$ cat src/snbh_pkg.sv
// Shared types, constants and a helper function for the n-gram bucket hasher.
package snbh_pkg;

	localparam int MAX_NGRAM      = 8;
	localparam int MAX_CHAR_BYTES = 4;
	localparam int WIN_BYTES      = MAX_NGRAM * MAX_CHAR_BYTES;
	localparam int WIN_W          = $clog2(WIN_BYTES);
	localparam int NB_W           = $clog2(WIN_BYTES + 1);
	localparam int CLEN_W         = 3;
	localparam int SEEN_W         = 9;
	localparam int SEEN_CAP       = 255 + MAX_NGRAM;
	localparam int QDEPTH         = 4;
	localparam int QPTR_W         = $clog2(QDEPTH);

	localparam logic [31:0] FNV_BASIS = 32'd2166136261;
	localparam logic [31:0] FNV_PRIME = 32'd16777619;

	localparam logic [2:0] CFG_MIN_N  = 3'd0;
	localparam logic [2:0] CFG_MAX_N  = 3'd1;
	localparam logic [2:0] CFG_BUCKET = 3'd2;
	localparam logic [2:0] CFG_PREFIX = 3'd3;
	localparam logic [2:0] CFG_SUFFIX = 3'd4;

	typedef struct packed {
		logic [7:0] data_byte;
		logic       word_last;
	} in_beat_t;

	typedef struct packed {
		logic [23:0] bucket;
		logic [3:0]  ngram_length;
		logic [7:0]  start_position;
		logic        run_last;
	} out_beat_t;

	// one window event: optionally push a byte, and optionally close a character
	typedef struct packed {
		logic [7:0]        byte_val;
		logic              has_byte;
		logic              close_char;
		logic [CLEN_W-1:0] char_len;
		logic              word_start;
		logic              step_last;
	} evt_t;

	typedef enum logic [2:0] {
		BK_IDLE, BK_SETUP, BK_HASH, BK_MOD, BK_EMIT
	} bk_state_t;

	function automatic logic [CLEN_W-1:0] lead_length(input logic [7:0] b);
		logic [CLEN_W-1:0] len;
		if (b < 8'h80)                    len = 3'd1;
		else if (b >= 8'hC0 && b <= 8'hDF) len = 3'd2;
		else if (b >= 8'hE0 && b <= 8'hEF) len = 3'd3;
		else if (b >= 8'hF0 && b <= 8'hF7) len = 3'd4;
		else                               len = 3'd1;
		if (len > CLEN_W'(MAX_CHAR_BYTES)) len = CLEN_W'(MAX_CHAR_BYTES);
		return len;
	endfunction

endpackage

$ cat src/snbh_front.sv
// Front end: splits input bytes into window events and feeds the event queue.
module snbh_front
	import snbh_pkg::*;
(
	input  logic     clk,
	input  logic     arst_n,
	input  logic     in_valid,
	output logic     in_stall,
	input  in_beat_t in_beat,
	input  logic [7:0] prefix_byte,
	input  logic [7:0] suffix_byte,
	output logic     evt_valid,
	input  logic     evt_stall,
	output evt_t     evt
);
	logic              busy_q;
	logic [1:0]        phase_q;
	in_beat_t          beat_q;
	logic              in_word_q;
	logic [CLEN_W-1:0] pend_q;
	logic [CLEN_W-1:0] cur_q;
	logic              data_close;
	logic [CLEN_W-1:0] data_len;
	logic [CLEN_W-1:0] pend_n;
	logic [CLEN_W-1:0] cur_n;
	logic              has_short;

	// phases: 0 prefix, 1 data, 2 short close, 3 suffix
	assign in_stall = busy_q;

	always_comb begin
		if (pend_q == '0) begin
			cur_n  = 3'd1;
			pend_n = lead_length(beat_q.data_byte) - 3'd1;
		end else begin
			cur_n  = cur_q + 3'd1;
			pend_n = pend_q - 3'd1;
		end
		data_close = (pend_n == '0);
		data_len   = cur_n;
		has_short  = !data_close && beat_q.word_last;
	end

	always_comb begin
		evt = '0;
		evt_valid = busy_q;
		case (phase_q)
			2'd0: begin
				evt.byte_val = prefix_byte;
				evt.has_byte = 1'b1;
				evt.close_char = 1'b1;
				evt.char_len = 3'd1;
				evt.word_start = 1'b1;
				evt.step_last = !beat_q.word_last && !data_close;
			end
			2'd1: begin
				evt.byte_val = beat_q.data_byte;
				evt.has_byte = 1'b1;
				evt.close_char = data_close;
				evt.char_len = data_len;
				evt.step_last = !beat_q.word_last;
			end
			2'd2: begin
				evt.byte_val = 8'd0;
				evt.close_char = 1'b1;
				evt.char_len = cur_q;
			end
			default: begin
				evt.byte_val = suffix_byte;
				evt.has_byte = 1'b1;
				evt.close_char = 1'b1;
				evt.char_len = 3'd1;
				evt.step_last = 1'b1;
			end
		endcase
	end

	always_ff @(posedge clk or negedge arst_n) begin
		if (!arst_n) begin
			busy_q <= 1'b0;
			phase_q <= 2'd0;
			in_word_q <= 1'b0;
			pend_q <= '0;
			cur_q <= '0;
		end else if (!busy_q) begin
			if (in_valid) begin
				busy_q <= 1'b1;
				phase_q <= in_word_q ? 2'd1 : 2'd0;
				if (!in_word_q) begin
					pend_q <= '0;
					cur_q <= '0;
				end
			end
		end else if (!evt_stall) begin
			case (phase_q)
				2'd0: begin
					phase_q <= 2'd1;
					in_word_q <= 1'b1;
				end
				2'd1: begin
					pend_q <= pend_n;
					cur_q <= cur_n;
					if (!beat_q.word_last) begin
						busy_q <= 1'b0;
					end else if (has_short) begin
						phase_q <= 2'd2;
					end else begin
						phase_q <= 2'd3;
					end
				end
				2'd2: begin
					pend_q <= '0;
					phase_q <= 2'd3;
				end
				default: begin
					busy_q <= 1'b0;
					in_word_q <= 1'b0;
				end
			endcase
		end
	end

	always_ff @(posedge clk) begin
		if (!busy_q && in_valid) begin
			beat_q <= in_beat;
		end
	end
endmodule

$ cat src/snbh_queue.sv
// Short event queue between the front end and the hashing back end.
module snbh_queue
	import snbh_pkg::*;
(
	input  logic clk,
	input  logic arst_n,
	input  logic wr_valid,
	output logic wr_stall,
	input  evt_t wr_data,
	output logic rd_valid,
	input  logic rd_stall,
	output evt_t rd_data
);
	evt_t              mem_q [QDEPTH];
	logic [QPTR_W-1:0] wp_q;
	logic [QPTR_W-1:0] rp_q;
	logic [QPTR_W:0]   cnt_q;
	logic              push;
	logic              pop;

	assign wr_stall = (cnt_q == (QPTR_W+1)'(QDEPTH));
	assign rd_valid = (cnt_q != '0);
	assign rd_data  = mem_q[rp_q];
	assign push = wr_valid && !wr_stall;
	assign pop  = rd_valid && !rd_stall;

	always_ff @(posedge clk or negedge arst_n) begin
		if (!arst_n) begin
			wp_q <= '0;
			rp_q <= '0;
			cnt_q <= '0;
		end else begin
			if (push) wp_q <= wp_q + 1'b1;
			if (pop) rp_q <= rp_q + 1'b1;
			cnt_q <= cnt_q + (QPTR_W+1)'(push) - (QPTR_W+1)'(pop);
		end
	end

	always_ff @(posedge clk) begin
		if (push) mem_q[wp_q] <= wr_data;
	end
endmodule

$ cat src/snbh_back.sv
// Back end: keeps the byte window and hashes each closing n-gram.
module snbh_back
	import snbh_pkg::*;
(
	input  logic        clk,
	input  logic        arst_n,
	input  logic        evt_valid,
	output logic        evt_stall,
	input  evt_t        evt,
	input  logic [3:0]  min_n,
	input  logic [3:0]  max_n,
	input  logic [23:0] bucket_count,
	output logic        out_valid,
	input  logic        out_stall,
	output out_beat_t   out_beat
);
	bk_state_t         state_q, state_n;
	logic [7:0]        win_q [WIN_BYTES];
	logic [CLEN_W-1:0] clen_q [MAX_NGRAM];
	logic [SEEN_W-1:0] seen_q;
	logic              last_q;
	logic [3:0]        n_q;
	logic [NB_W-1:0]   k_q;
	logic [31:0]       h_q;
	logic [31:0]       rem_q;
	logic [23:0]       bc_q;
	logic [5:0]        mbit_q;
	logic              ov_q;
	out_beat_t         res_q;
	logic              usable;
	logic              take;
	logic              emit_go;
	logic [3:0]        hi_c;
	logic [NB_W:0]     nb_c;
	logic [WIN_W-1:0]  kidx;
	logic [31:0]       hx;
	logic [32:0]       trial;
	logic [31:0]       rem_sh;
	logic [SEEN_W-1:0] st_c;
	logic [7:0]        st_sat;
	logic [3:0]        n_next;
	logic              more;

	assign usable = (bucket_count != '0) && (min_n != '0) && !(max_n < min_n);
	assign evt_stall = (state_q != BK_IDLE);
	assign take = evt_valid && (state_q == BK_IDLE);
	assign emit_go = (state_q == BK_EMIT) && (!ov_q || !out_stall);
	assign out_valid = ov_q;
	assign out_beat = res_q;

	always_comb begin
		nb_c = '0;
		for (int i = 0; i < MAX_NGRAM; i++) begin
			if (4'(i) < n_q) nb_c = nb_c + (NB_W+1)'(clen_q[i]);
		end
		if (nb_c > (NB_W+1)'(WIN_BYTES)) nb_c = (NB_W+1)'(WIN_BYTES);
		kidx = WIN_W'(k_q - 1'b1);
		hx = h_q ^ {24'd0, win_q[kidx]};
		rem_sh = {rem_q[30:0], h_q[31]};
		trial = {1'b0, rem_sh} - {9'd0, bc_q};
		hi_c = max_n;
		if (hi_c > 4'(MAX_NGRAM)) hi_c = 4'(MAX_NGRAM);
		if (SEEN_W'(hi_c) > seen_q) hi_c = 4'(seen_q);
		st_c = seen_q - SEEN_W'(n_q);
		st_sat = (st_c > 9'd255) ? 8'd255 : st_c[7:0];
		n_next = n_q + 4'd1;
		more = (n_next <= hi_c);
	end

	always_comb begin
		state_n = state_q;
		case (state_q)
			BK_IDLE: begin
				if (take && evt.close_char && usable) state_n = BK_SETUP;
			end
			BK_SETUP: begin
				state_n = (n_q <= hi_c) ? BK_HASH : BK_IDLE;
			end
			BK_HASH: begin
				if (k_q == '0) state_n = BK_MOD;
			end
			BK_MOD: begin
				if (mbit_q == 6'd32) state_n = BK_EMIT;
			end
			BK_EMIT: begin
				if (!ov_q || !out_stall) state_n = more ? BK_SETUP : BK_IDLE;
			end
			default: state_n = BK_IDLE;
		endcase
	end

	always_ff @(posedge clk or negedge arst_n) begin
		if (!arst_n) begin
			state_q <= BK_IDLE;
			seen_q <= '0;
			ov_q <= 1'b0;
			for (int i = 0; i < MAX_NGRAM; i++) clen_q[i] <= '0;
		end else begin
			state_q <= state_n;
			if (emit_go) ov_q <= 1'b1;
			else if (ov_q && !out_stall) ov_q <= 1'b0;
			if (take) begin
				if (evt.close_char) begin
					for (int i = MAX_NGRAM - 1; i > 0; i--) clen_q[i] <= clen_q[i-1];
					clen_q[0] <= evt.char_len;
					if (evt.word_start) seen_q <= 9'd1;
					else if (seen_q < SEEN_W'(SEEN_CAP)) seen_q <= seen_q + 1'b1;
				end
			end
		end
	end

	always_ff @(posedge clk) begin
		if (take) begin
			last_q <= evt.step_last;
			n_q <= min_n;
			bc_q <= bucket_count;
		end
		case (state_q)
			BK_SETUP: begin
				k_q <= nb_c[NB_W-1:0];
				h_q <= FNV_BASIS;
			end
			BK_HASH: begin
				if (k_q != '0) begin
					h_q <= hx * FNV_PRIME;
					k_q <= k_q - 1'b1;
				end else begin
					rem_q <= '0;
					mbit_q <= '0;
				end
			end
			BK_MOD: begin
				if (mbit_q != 6'd32) begin
					rem_q <= trial[32] ? rem_sh : trial[31:0];
					h_q <= {h_q[30:0], 1'b0};
					mbit_q <= mbit_q + 1'b1;
				end
			end
			BK_EMIT: begin
				if (!ov_q || !out_stall) begin
					res_q.bucket <= rem_q[23:0];
					res_q.ngram_length <= n_q;
					res_q.start_position <= st_sat;
					res_q.run_last <= last_q && !more;
					n_q <= n_next;
				end
			end
			default: ;
		endcase
	end

	// window shift on every accepted event that carries a byte (short close pushes no byte)
	always_ff @(posedge clk) begin
		if (take && evt.has_byte) begin
			for (int i = WIN_BYTES - 1; i > 0; i--) win_q[i] <= win_q[i-1];
			win_q[0] <= evt.byte_val;
		end
	end
endmodule

$ cat src/subword_ngram_bucket_hasher_core.sv
// Top level of the character n-gram FNV-1a bucket hasher.
// Bytes enter on the in channel; each character end yields one result per
// n-gram length from min_n up to max_n, capped at MAX_NGRAM and at the
// characters seen in the word. Each result runs through the back end steps in
// order: setup, the serial hash loop over its bytes, the bit-serial modulo and
// emit; output stalls hold the emit step. The back end takes no new window
// event until it is idle again; prefix and suffix each add one event.
module subword_ngram_bucket_hasher_core
	import snbh_pkg::*;
(
	input  logic        clk,
	input  logic        arst_n,
	input  logic        in_valid,
	output logic        in_stall,
	input  in_beat_t    in_data,
	output logic        out_valid,
	input  logic        out_stall,
	output out_beat_t   out_data,
	input  logic        cfg_we,
	input  logic [2:0]  cfg_index,
	input  logic [23:0] cfg_data
);
	logic [3:0]  min_n_q;
	logic [3:0]  max_n_q;
	logic [23:0] bucket_count_q;
	logic [7:0]  prefix_q;
	logic [7:0]  suffix_q;
	logic        fe_valid, fe_stall, be_valid, be_stall;
	evt_t        fe_evt, be_evt;

	always_ff @(posedge clk or negedge arst_n) begin
		if (!arst_n) begin
			min_n_q <= 4'd3;
			max_n_q <= 4'd6;
			bucket_count_q <= 24'd2000000;
			prefix_q <= 8'd60;
			suffix_q <= 8'd62;
		end else if (cfg_we) begin
			case (cfg_index)
				CFG_MIN_N:  min_n_q <= cfg_data[3:0];
				CFG_MAX_N:  max_n_q <= cfg_data[3:0];
				CFG_BUCKET: bucket_count_q <= cfg_data;
				CFG_PREFIX: prefix_q <= cfg_data[7:0];
				CFG_SUFFIX: suffix_q <= cfg_data[7:0];
				default: ;
			endcase
		end
	end

	snbh_front u_front (
		.clk(clk), .arst_n(arst_n), .in_valid(in_valid), .in_stall(in_stall),
		.in_beat(in_data), .prefix_byte(prefix_q), .suffix_byte(suffix_q),
		.evt_valid(fe_valid), .evt_stall(fe_stall), .evt(fe_evt)
	);

	snbh_queue u_queue (
		.clk(clk), .arst_n(arst_n), .wr_valid(fe_valid), .wr_stall(fe_stall),
		.wr_data(fe_evt), .rd_valid(be_valid), .rd_stall(be_stall), .rd_data(be_evt)
	);

	snbh_back u_back (
		.clk(clk), .arst_n(arst_n), .evt_valid(be_valid), .evt_stall(be_stall),
		.evt(be_evt), .min_n(min_n_q), .max_n(max_n_q), .bucket_count(bucket_count_q),
		.out_valid(out_valid), .out_stall(out_stall), .out_beat(out_data)
	);

	a_bucket_range: assert property (@(posedge clk) disable iff (!arst_n)
		out_valid |-> (out_data.bucket < bucket_count_q || bucket_count_q == '0))
		else $error("bucket out of range");
	a_len_range: assert property (@(posedge clk) disable iff (!arst_n)
		out_valid |-> (out_data.ngram_length != 4'd0 && out_data.ngram_length <= 4'd8))
		else $error("bad ngram length");
	a_hold: assert property (@(posedge clk) disable iff (!arst_n)
		(out_valid && out_stall) |=> (out_valid && $stable(out_data)))
		else $error("result changed while stalled");
endmodule
$ cat config.mk
export PLATFORM = sky130hd
export DESIGN_NAME = subword_ngram_bucket_hasher_core
export DESIGN_NICKNAME = d
export VERILOG_FILES = /design/src/snbh_pkg.sv /design/src/snbh_front.sv /design/src/snbh_queue.sv /design/src/snbh_back.sv /design/src/subword_ngram_bucket_hasher_core.sv
export SDC_FILE = /design/constraint.sdc
export NUM_CORES = 1
export LEC_CHECK = 0
export ABC_AREA = 1
export BUFFER_PORTS_ARGS = -buffer_cell sky130_fd_sc_hd__buf_2
export CORE_UTILIZATION = 25
export DETAILED_ROUTE_END_ITERATION = 8
export PLACE_DENSITY = 0.51
export SYNTH_ARGS = -nofsm -noshare
export SYNTH_HDL_FRONTEND = slang
export SYNTH_SLANG_ARGS = --single-unit
$ cat constraint.sdc
create_clock -name clk -period 21.4 [get_ports clk]
set_clock_uncertainty 0.05 [all_clocks]
set_input_delay 1.07 -clock clk [delete_from_list [all_inputs] [get_ports clk]]
set_output_delay 1.07 -clock clk [all_outputs]
set_load 0.02 [all_outputs]
==> results.sh, run 1 <==
export IMPL_rrSetupSlack_ns=11.87
export IMPL_fin_crit_sh_pct=44.51
export IMPL_r2r_start="u_back.k_q[0]$_DFFE_PP_"
export IMPL_num_rows=131
export IMPL_finalSetupViolCount=0
export IMPL_vias_per_cell=4.393
export IMPL_nFillCells=13290
export IMPL_wirelength_mm=73.85
export IMPL_ios=80
export IMPL_numCtsBuffers=68
export IMPL_finalHoldViolCount=0
export IMPL_tightestPinTransition_ns=1.126
export IMPL_path_common_cell="inv_1"
export IMPL_overflow=0
export IMPL_cap_violations=0
export IMPL_post_route_min_period_ns=9.525
export IMPL_chipWidth_microns=360.5
export IMPL_place_hpwl_mm=50.38
export IMPL_initial_core_util_pct=25.20
export IMPL_yosysWarningCount=0
export IMPL_grtUsageTotal_pct=11.46
export IMPL_layout_cells_most_common="inv_1"
export IMPL_startpoint="u_back.k_q[0]$_DFFE_PP_"
export IMPL_synthFlopType="edfxtp_1"
export IMPL_max_slew_margin_rel_pct=24.72
export IMPL_worst_path_stages=34
export IMPL_cp_required_ns=21.71
export IMPL_post_cts_resized=0
export IMPL_maxSlewViolCount=0
export IMPL_final_nets=3594
export IMPL_crit_type="register to register"
export IMPL_drtAntennaViolNets=0
export IMPL_rsz0062_at_grt="false"
export IMPL_post_cts_buffers=0
export IMPL_path_clk_slew_ns=0.06
export IMPL_grt_pass1_vias=21740
export IMPL_end_kind="register"
export IMPL_syn2layout_area_growth_pct=13.71
export IMPL_drt_iter0_drc=1442
export IMPL_yosysTopAreaCell="edfxtp_1"
export IMPL_clk_latency_ns=0.61
export IMPL_syn_inst=3122
export IMPL_clockBufferDepth=3
export IMPL_hp_class="register to register"
export IMPL_die_area_sq_um=130000
export IMPL_die_y_microns=360.5
export IMPL_antenna_found_initial=1
export IMPL_worst_hold_slack_ns=0.3854
export IMPL_ctsHtreeMaxLevel=3
export IMPL_dr_total_vias=21570
export IMPL_ys_async_sr_fraction_pct=17.96
export IMPL_synth_edf_count=462
export IMPL_layout_common_cells="inv_1 (509), nand2_1 (503), edfxtp_1 (462)"
export IMPL_path_max_fanout=65
export IMPL_yosys_area_top_type_share_pct=43.17
export IMPL_crit_family="adder cells"
export IMPL_io_buffers=79
export IMPL_routabilityCongestion=0.8416
export IMPL_cts_sinks=568
export IMPL_cts_tree="yes"
export IMPL_clockRootBuffer="clkbuf_16"
export IMPL_yosysUniqueCellTypes=70
export IMPL_max_freq_mhz=105.0
export IMPL_core_sq_um=127500
export IMPL_synth_avg_cell_area_sq_um=10.29
export IMPL_synth_area_sq_um=32130
export IMPL_holdBufCountCts=0
export IMPL_drcViolationCount=0
export IMPL_grt_start_max_net_pins=87
export IMPL_rr_worst_depth=34
export IMPL_firstDrtPassIters=5
export IMPL_grt_pass1_wl_mm=120.3
export IMPL_routedWlPerCell_microns=15.04
export IMPL_status="finished, final reports clean"
export IMPL_syn_nets=3516
export IMPL_cp_slowest_cell="buf_4"
export IMPL_regToRegEndpoint="u_back.h_q[22]$_DFFE_PP_"
export IMPL_worst_path_largest_cell_delay_ns=0.67
export IMPL_cp_arrival_ns=9.84
export IMPL_crit_path_end="u_back.h_q[22]$_DFFE_PP_"
export IMPL_start_kind="register"
export IMPL_cp_buffers_inverters=11
export IMPL_ys_ff_latch=568
export IMPL_drive_gt1_share_pct=9.452
export IMPL_synthTopCellsByArea="edfxtp_1 (43%), ha_1 (11%), dfrtp_1 (6.4%), inv_1 (6.0%), nand2_1 (5.9%)"
export IMPL_tns_ns=0
export IMPL_yosysSeqAreaShare_pct=51.44
-- state kept, by name, indices dropped and copies added (netlist names), 6 cells and up --
register	count
prefix_q	8
suffix_q	8
u_back.bc_q	24
u_back.rem_q	31
u_back.h_q	32
u_back.mbit_q	6
u_queue.mem_q	60
bucket_count_q	24
u_back.seen_q	9
u_back.out_beat	37
u_back.clen_q	24
u_back.k_q	6
u_back.win_q	256
u_front.beat_q	9
-- per-stage QoR --
step | util [%] | instance area (sq um) | worst slack (ns) | cells
floorplan | - | 32130 | 6.984 | 3122
global placement | 27.02 | 34460 | 11.91 | 4792
detailed placement | 27.02 | 34460 | 11.87 | 4792
CTS | 28.65 | 36540 | 11.82 | 4910
global route | 28.65 | 36540 | 11.22 | 4911
finish | 28.65 | 36540 | 11.87 | 4911
-- how the worst min path moves through the flow --
| stage | from | end | slack [ns] | depth (start not counted) |
|---|---|---|---|---|
| after floorplan | u_back.win_q[6][1]$_DFFE_PP_ | u_back.win_q[7][1]$_DFFE_PP_ | 0.38 | 0 |
| after CTS | u_back.win_q[23][3]$_DFFE_PP_ | u_back.win_q[24][3]$_DFFE_PP_ | 0.39 | 0 |
| final | u_back.win_q[14][1]$_DFFE_PP_ | u_back.win_q[15][1]$_DFFE_PP_ | 0.39 | 0 |
| after global placement | u_back.win_q[10][6]$_DFFE_PP_ | u_back.win_q[11][6]$_DFFE_PP_ | 0.38 | 0 |
| after global routing | u_back.win_q[25][2]$_DFFE_PP_ | u_back.win_q[26][2]$_DFFE_PP_ | 0.40 | 0 |
| after detailed placement | u_back.win_q[25][2]$_DFFE_PP_ | u_back.win_q[26][2]$_DFFE_PP_ | 0.38 | 0 |
-- worst reg2reg max path, delay by kind of cell, from the launching register on --
| family | cells | cell delay [ns] |
|---|---|---|
| compound gates | 10 | 2.07 |
| xor+xnor | 1 | 0.67 |
| fa+ha+maj | 9 | 3.38 |
| buf+inv | 11 | 2.55 |
| flops | 1 | 0.32 |
| simple gates | 3 | 0.23 |
-- final cells by class --
class	instances	area [sq um]	share of cell area, %
Tap cell	1662	2079	5.691
Antenna cell	1	2.502	0.006849
Clock buffer	91	1848	5.058
Clock inverter	27	229.0	0.6266
Inverter	516	1941	5.311
Multi-Input combinational cell	1945	13350	36.52
Sequential cell	568	16530	45.24
Timing Repair Buffer	101	563.0	1.541
-- synth_stat cells, types with 6 or more instances --
cell,instances
nand3b_1,6
nor3_1,25
buf_1,17
a211oi_1,6
a21oi_1,271
inv_1,510
o21ai_0,174
o21bai_1,7
o32ai_1,6
dfstp_2,20
o211ai_1,15
nand3_1,87
xor2_1,45
a22oi_1,33
nand2_2,23
a221oi_1,25
clkbuf_1,64
nor4_1,11
nand2_4,7
fa_1,83
edfxtp_1,462
a31oi_1,17
mux2_2,17
nand2_1,503
nand4_1,15
xnor2_1,35
dfrtp_1,82
ha_1,270
nor2_1,177
buf_2,9
nand3_2,8
o22ai_1,15
-- per-layer routing --
metal | track usage (%) | up-vias | part of all wire, %
met2 | 18.13 | 342 | 45
met4 | 3.655 | 0 | 2.6
li1 | - | 10780 | -
met1 | 16.00 | 10340 | 49
met5 | 0 | - | 0
met3 | 1.704 | 104 | 3.3
-- logic make-up (layout without fill, tap and decap cells) --
kind of cell / after synthesis / after routing / synth area share, %
adders and majority gates: 353 / 353 / 15.68
xor gates and xnor gates: 80 / 80 / 2.181
other: 0 / 1 / 0
AOI/OAI and AO/OA: 618 / 618 / 11.12
and+or+nand+nor: 877 / 877 / 11.76
muxes: 17 / 17 / 0.5957
DFF: 568 / 568 / 51.44
buffers and inverters: 609 / 735 / 7.215
Power of run 1 is not shown: default switching activity piles up to over one toggle a cycle in this logic, so the estimate is an artifact.
==> inputs of run 2 (changes only) <==
==> constraint.sdc (replaced) <==
create_clock -name clk -period 9.65 [get_ports clk]
set_clock_uncertainty 0.05 [all_clocks]
set_input_delay 0.4825 -clock clk [delete_from_list [all_inputs] [get_ports clk]]
set_output_delay 0.4825 -clock clk [all_outputs]
set_load 0.02 [all_outputs]
==> run 2 against run 1 <==
Non-clock buffer count increased by 10. Critical path depth decreased by 2. First-iteration DRC count increased by 4.8%. Fmax increased by 16%. Wire length decreased by 0.83%. Global-route usage decreased by 0.22 points. Via count increased by 0.78%. Worst hold slack got worse by 0.34 ns. Worst setup slack got worse by 10 ns. Utilization increased by 0.27 points. Clock-buffer cell count decreased by 8. Highest routed layer unchanged.
==> results.sh, run 2 (synthesized netlist as in run 1, its figures left out) <==
export IMPL_holdBufCountCts=8
export IMPL_path_max_fanout=12
export IMPL_rsz0062_at_grt="false"
export IMPL_core_sq_um=127500
export IMPL_cts_sinks=568
export IMPL_wirelength_mm=73.24
export IMPL_cp_required_ns=9.94
export IMPL_drtAntennaViolNets=0
export IMPL_crit_type="register to register"
export IMPL_start_kind="register"
export IMPL_initial_core_util_pct=25.20
export IMPL_largest_register="u_back.win_q"
export IMPL_chipWidth_microns=360.5
export IMPL_die_area_sq_um=130000
export IMPL_numCtsBuffers=67
export IMPL_worst_path_largest_cell_delay_ns=0.62
export IMPL_grt_pass1_vias=21630
export IMPL_status="finished, final reports clean"
export IMPL_routabilityCongestion=0.8152
export IMPL_grt_pass1_wl_mm=118.2
export IMPL_path_clk_slew_ns=0.06
export IMPL_finalNonFillerCells=4923
export IMPL_clockBufferDepth=3
export IMPL_end_kind="register"
export IMPL_firstDrtPassIters=5
export IMPL_finalSetupViolCount=0
export IMPL_dr_total_vias=21740
export IMPL_cp_slowest_cell="xor2_1"
export IMPL_crit_family="adder cells"
export IMPL_clockRootBuffer="clkbuf_16"
export IMPL_fin_crit_sh_pct=84.87
export IMPL_max_freq_mhz=122.1
export IMPL_die_y_microns=360.5
export IMPL_ctsHtreeMaxLevel=3
export IMPL_finalHoldViolCount=0
export IMPL_drive_gt1_share_pct=9.632
export IMPL_place_hpwl_mm=49.96
export IMPL_post_cts_buffers=0
export IMPL_final_nets=3603
export IMPL_clk_latency_ns=0.62
export IMPL_grtUsageTotal_pct=11.24
export IMPL_worst_path_stages=32
export IMPL_num_rows=131
export IMPL_rr_worst_depth=32
export IMPL_cts_tree="yes"
export IMPL_hp_class="primary input to register"
export IMPL_cap_violations=0
export IMPL_tightestPinTransition_ns=1.193
export IMPL_path_common_cell="inv_1"
export IMPL_max_slew_margin_rel_pct=20.41
export IMPL_cp_arrival_ns=8.48
export IMPL_post_cts_resized=0
export IMPL_antenna_found_initial=1
export IMPL_largest_reg_flops=256
export IMPL_routedWlPerCell_microns=14.88
export IMPL_post_route_min_period_ns=8.190
export IMPL_maxSlewViolCount=0
export IMPL_syn2layout_area_growth_pct=14.80
export IMPL_cp_buffers_inverters=8
export IMPL_grt_start_max_net_pins=131
export IMPL_tns_ns=0
export IMPL_io_buffers=79
export IMPL_drt_iter0_drc=1511
export IMPL_vias_per_cell=4.416
export IMPL_ios=80
export IMPL_overflow=0
export IMPL_layout_cells_most_common="inv_1"
export IMPL_dp_cells=4794
export IMPL_min_delay_path_depth=1
export IMPL_drcViolationCount=0
export IMPL_layout_common_cells="inv_1 (509), nand2_1 (503), edfxtp_1 (462)"
run 2: changes by cell type in the layout (fill, tap and decap cells not counted), moves of 2 or more:
cell / delta
buf_12: +3
bufinv_16: +6
clkbuf_1: -8
clkbuf_16: +3
clkbuf_8: -3
clkinv_1: +4
clkinv_2: +2
clkinv_8: -2
dlygate4sd3_1: +8
inv_16: +2
run 2: worst reg2reg max path, delay by kind of cell, from the launching register on:
family | cells | cell delay, ns
adders and majority gates | 9 | 3.05
xor gates and xnor gates | 2 | 1.20
buffers and inverters | 8 | 0.91
and+or+nand+nor | 7 | 0.98
AOI/OAI and AO/OA | 6 | 1.26
DFF | 1 | 0.46
run 2: area by class of cell:
cell class,count,area (sq um)
Timing Repair Buffer,111,695.7
Tap cell,1662,2079
Sequential cell,568,16530
Clock buffer,83,1852
Antenna cell,1,2.502
Inverter,516,1941
Multi-Input combinational cell,1945,13340
Fill cell,13230,90630
Clock inverter,37,449.2
run 2: stage by stage:
stage,setup WS [ns],hold slack [ns],cell area [sq um],util (%)
after global placement,1.442,0.3784,34500,27.06
after floorplan,0.5385,0.1369,32140,-
after CTS,1.361,0.004489,36890,28.93
after global routing,0.8462,0.02224,36890,28.93
after detailed placement,1.423,0.3818,34500,27.06
final,1.460,0.04273,36890,28.93
run 2: layer usage:
layer / global-route usage, % / up-vias / wire [microns]
met1: 15.73 / 10450 / 35710
met3: 1.327 / 108 / 2173
met4: 3.771 / 0 / 1903
met2: 17.91 / 354 / 33450
met5: 0 / - / 0
li1: - / 10830 / -
run 2: path summary, 6_finish.rpt:
| check | startpoint | end | slack, ns |
|---|---|---|---|
| setup / recovery | u_back.k_q[0]$_DFFE_PP_ | u_back.h_q[29]$_DFFE_PP_ | 1.46 |
| hold / removal | in_data[2] | u_front.beat_q[2]$_DFFE_PP_ | 0.04 |
| setup reg to reg | u_back.k_q[0]$_DFFE_PP_ | u_back.h_q[29]$_DFFE_PP_ | 1.46 |
| hold reg to reg | u_back.win_q[16][0]$_DFFE_PP_ | u_back.win_q[17][0]$_DFFE_PP_ | 0.38 |
| max in group asynchronous | arst_n | u_queue.cnt_q[1]$_DFF_PN0_ | 7.86 |
| min in group asynchronous | arst_n | bucket_count_q[23]$_DFFE_PN0P_ | 0.40 |
Power of run 2 is left out for the same reason.
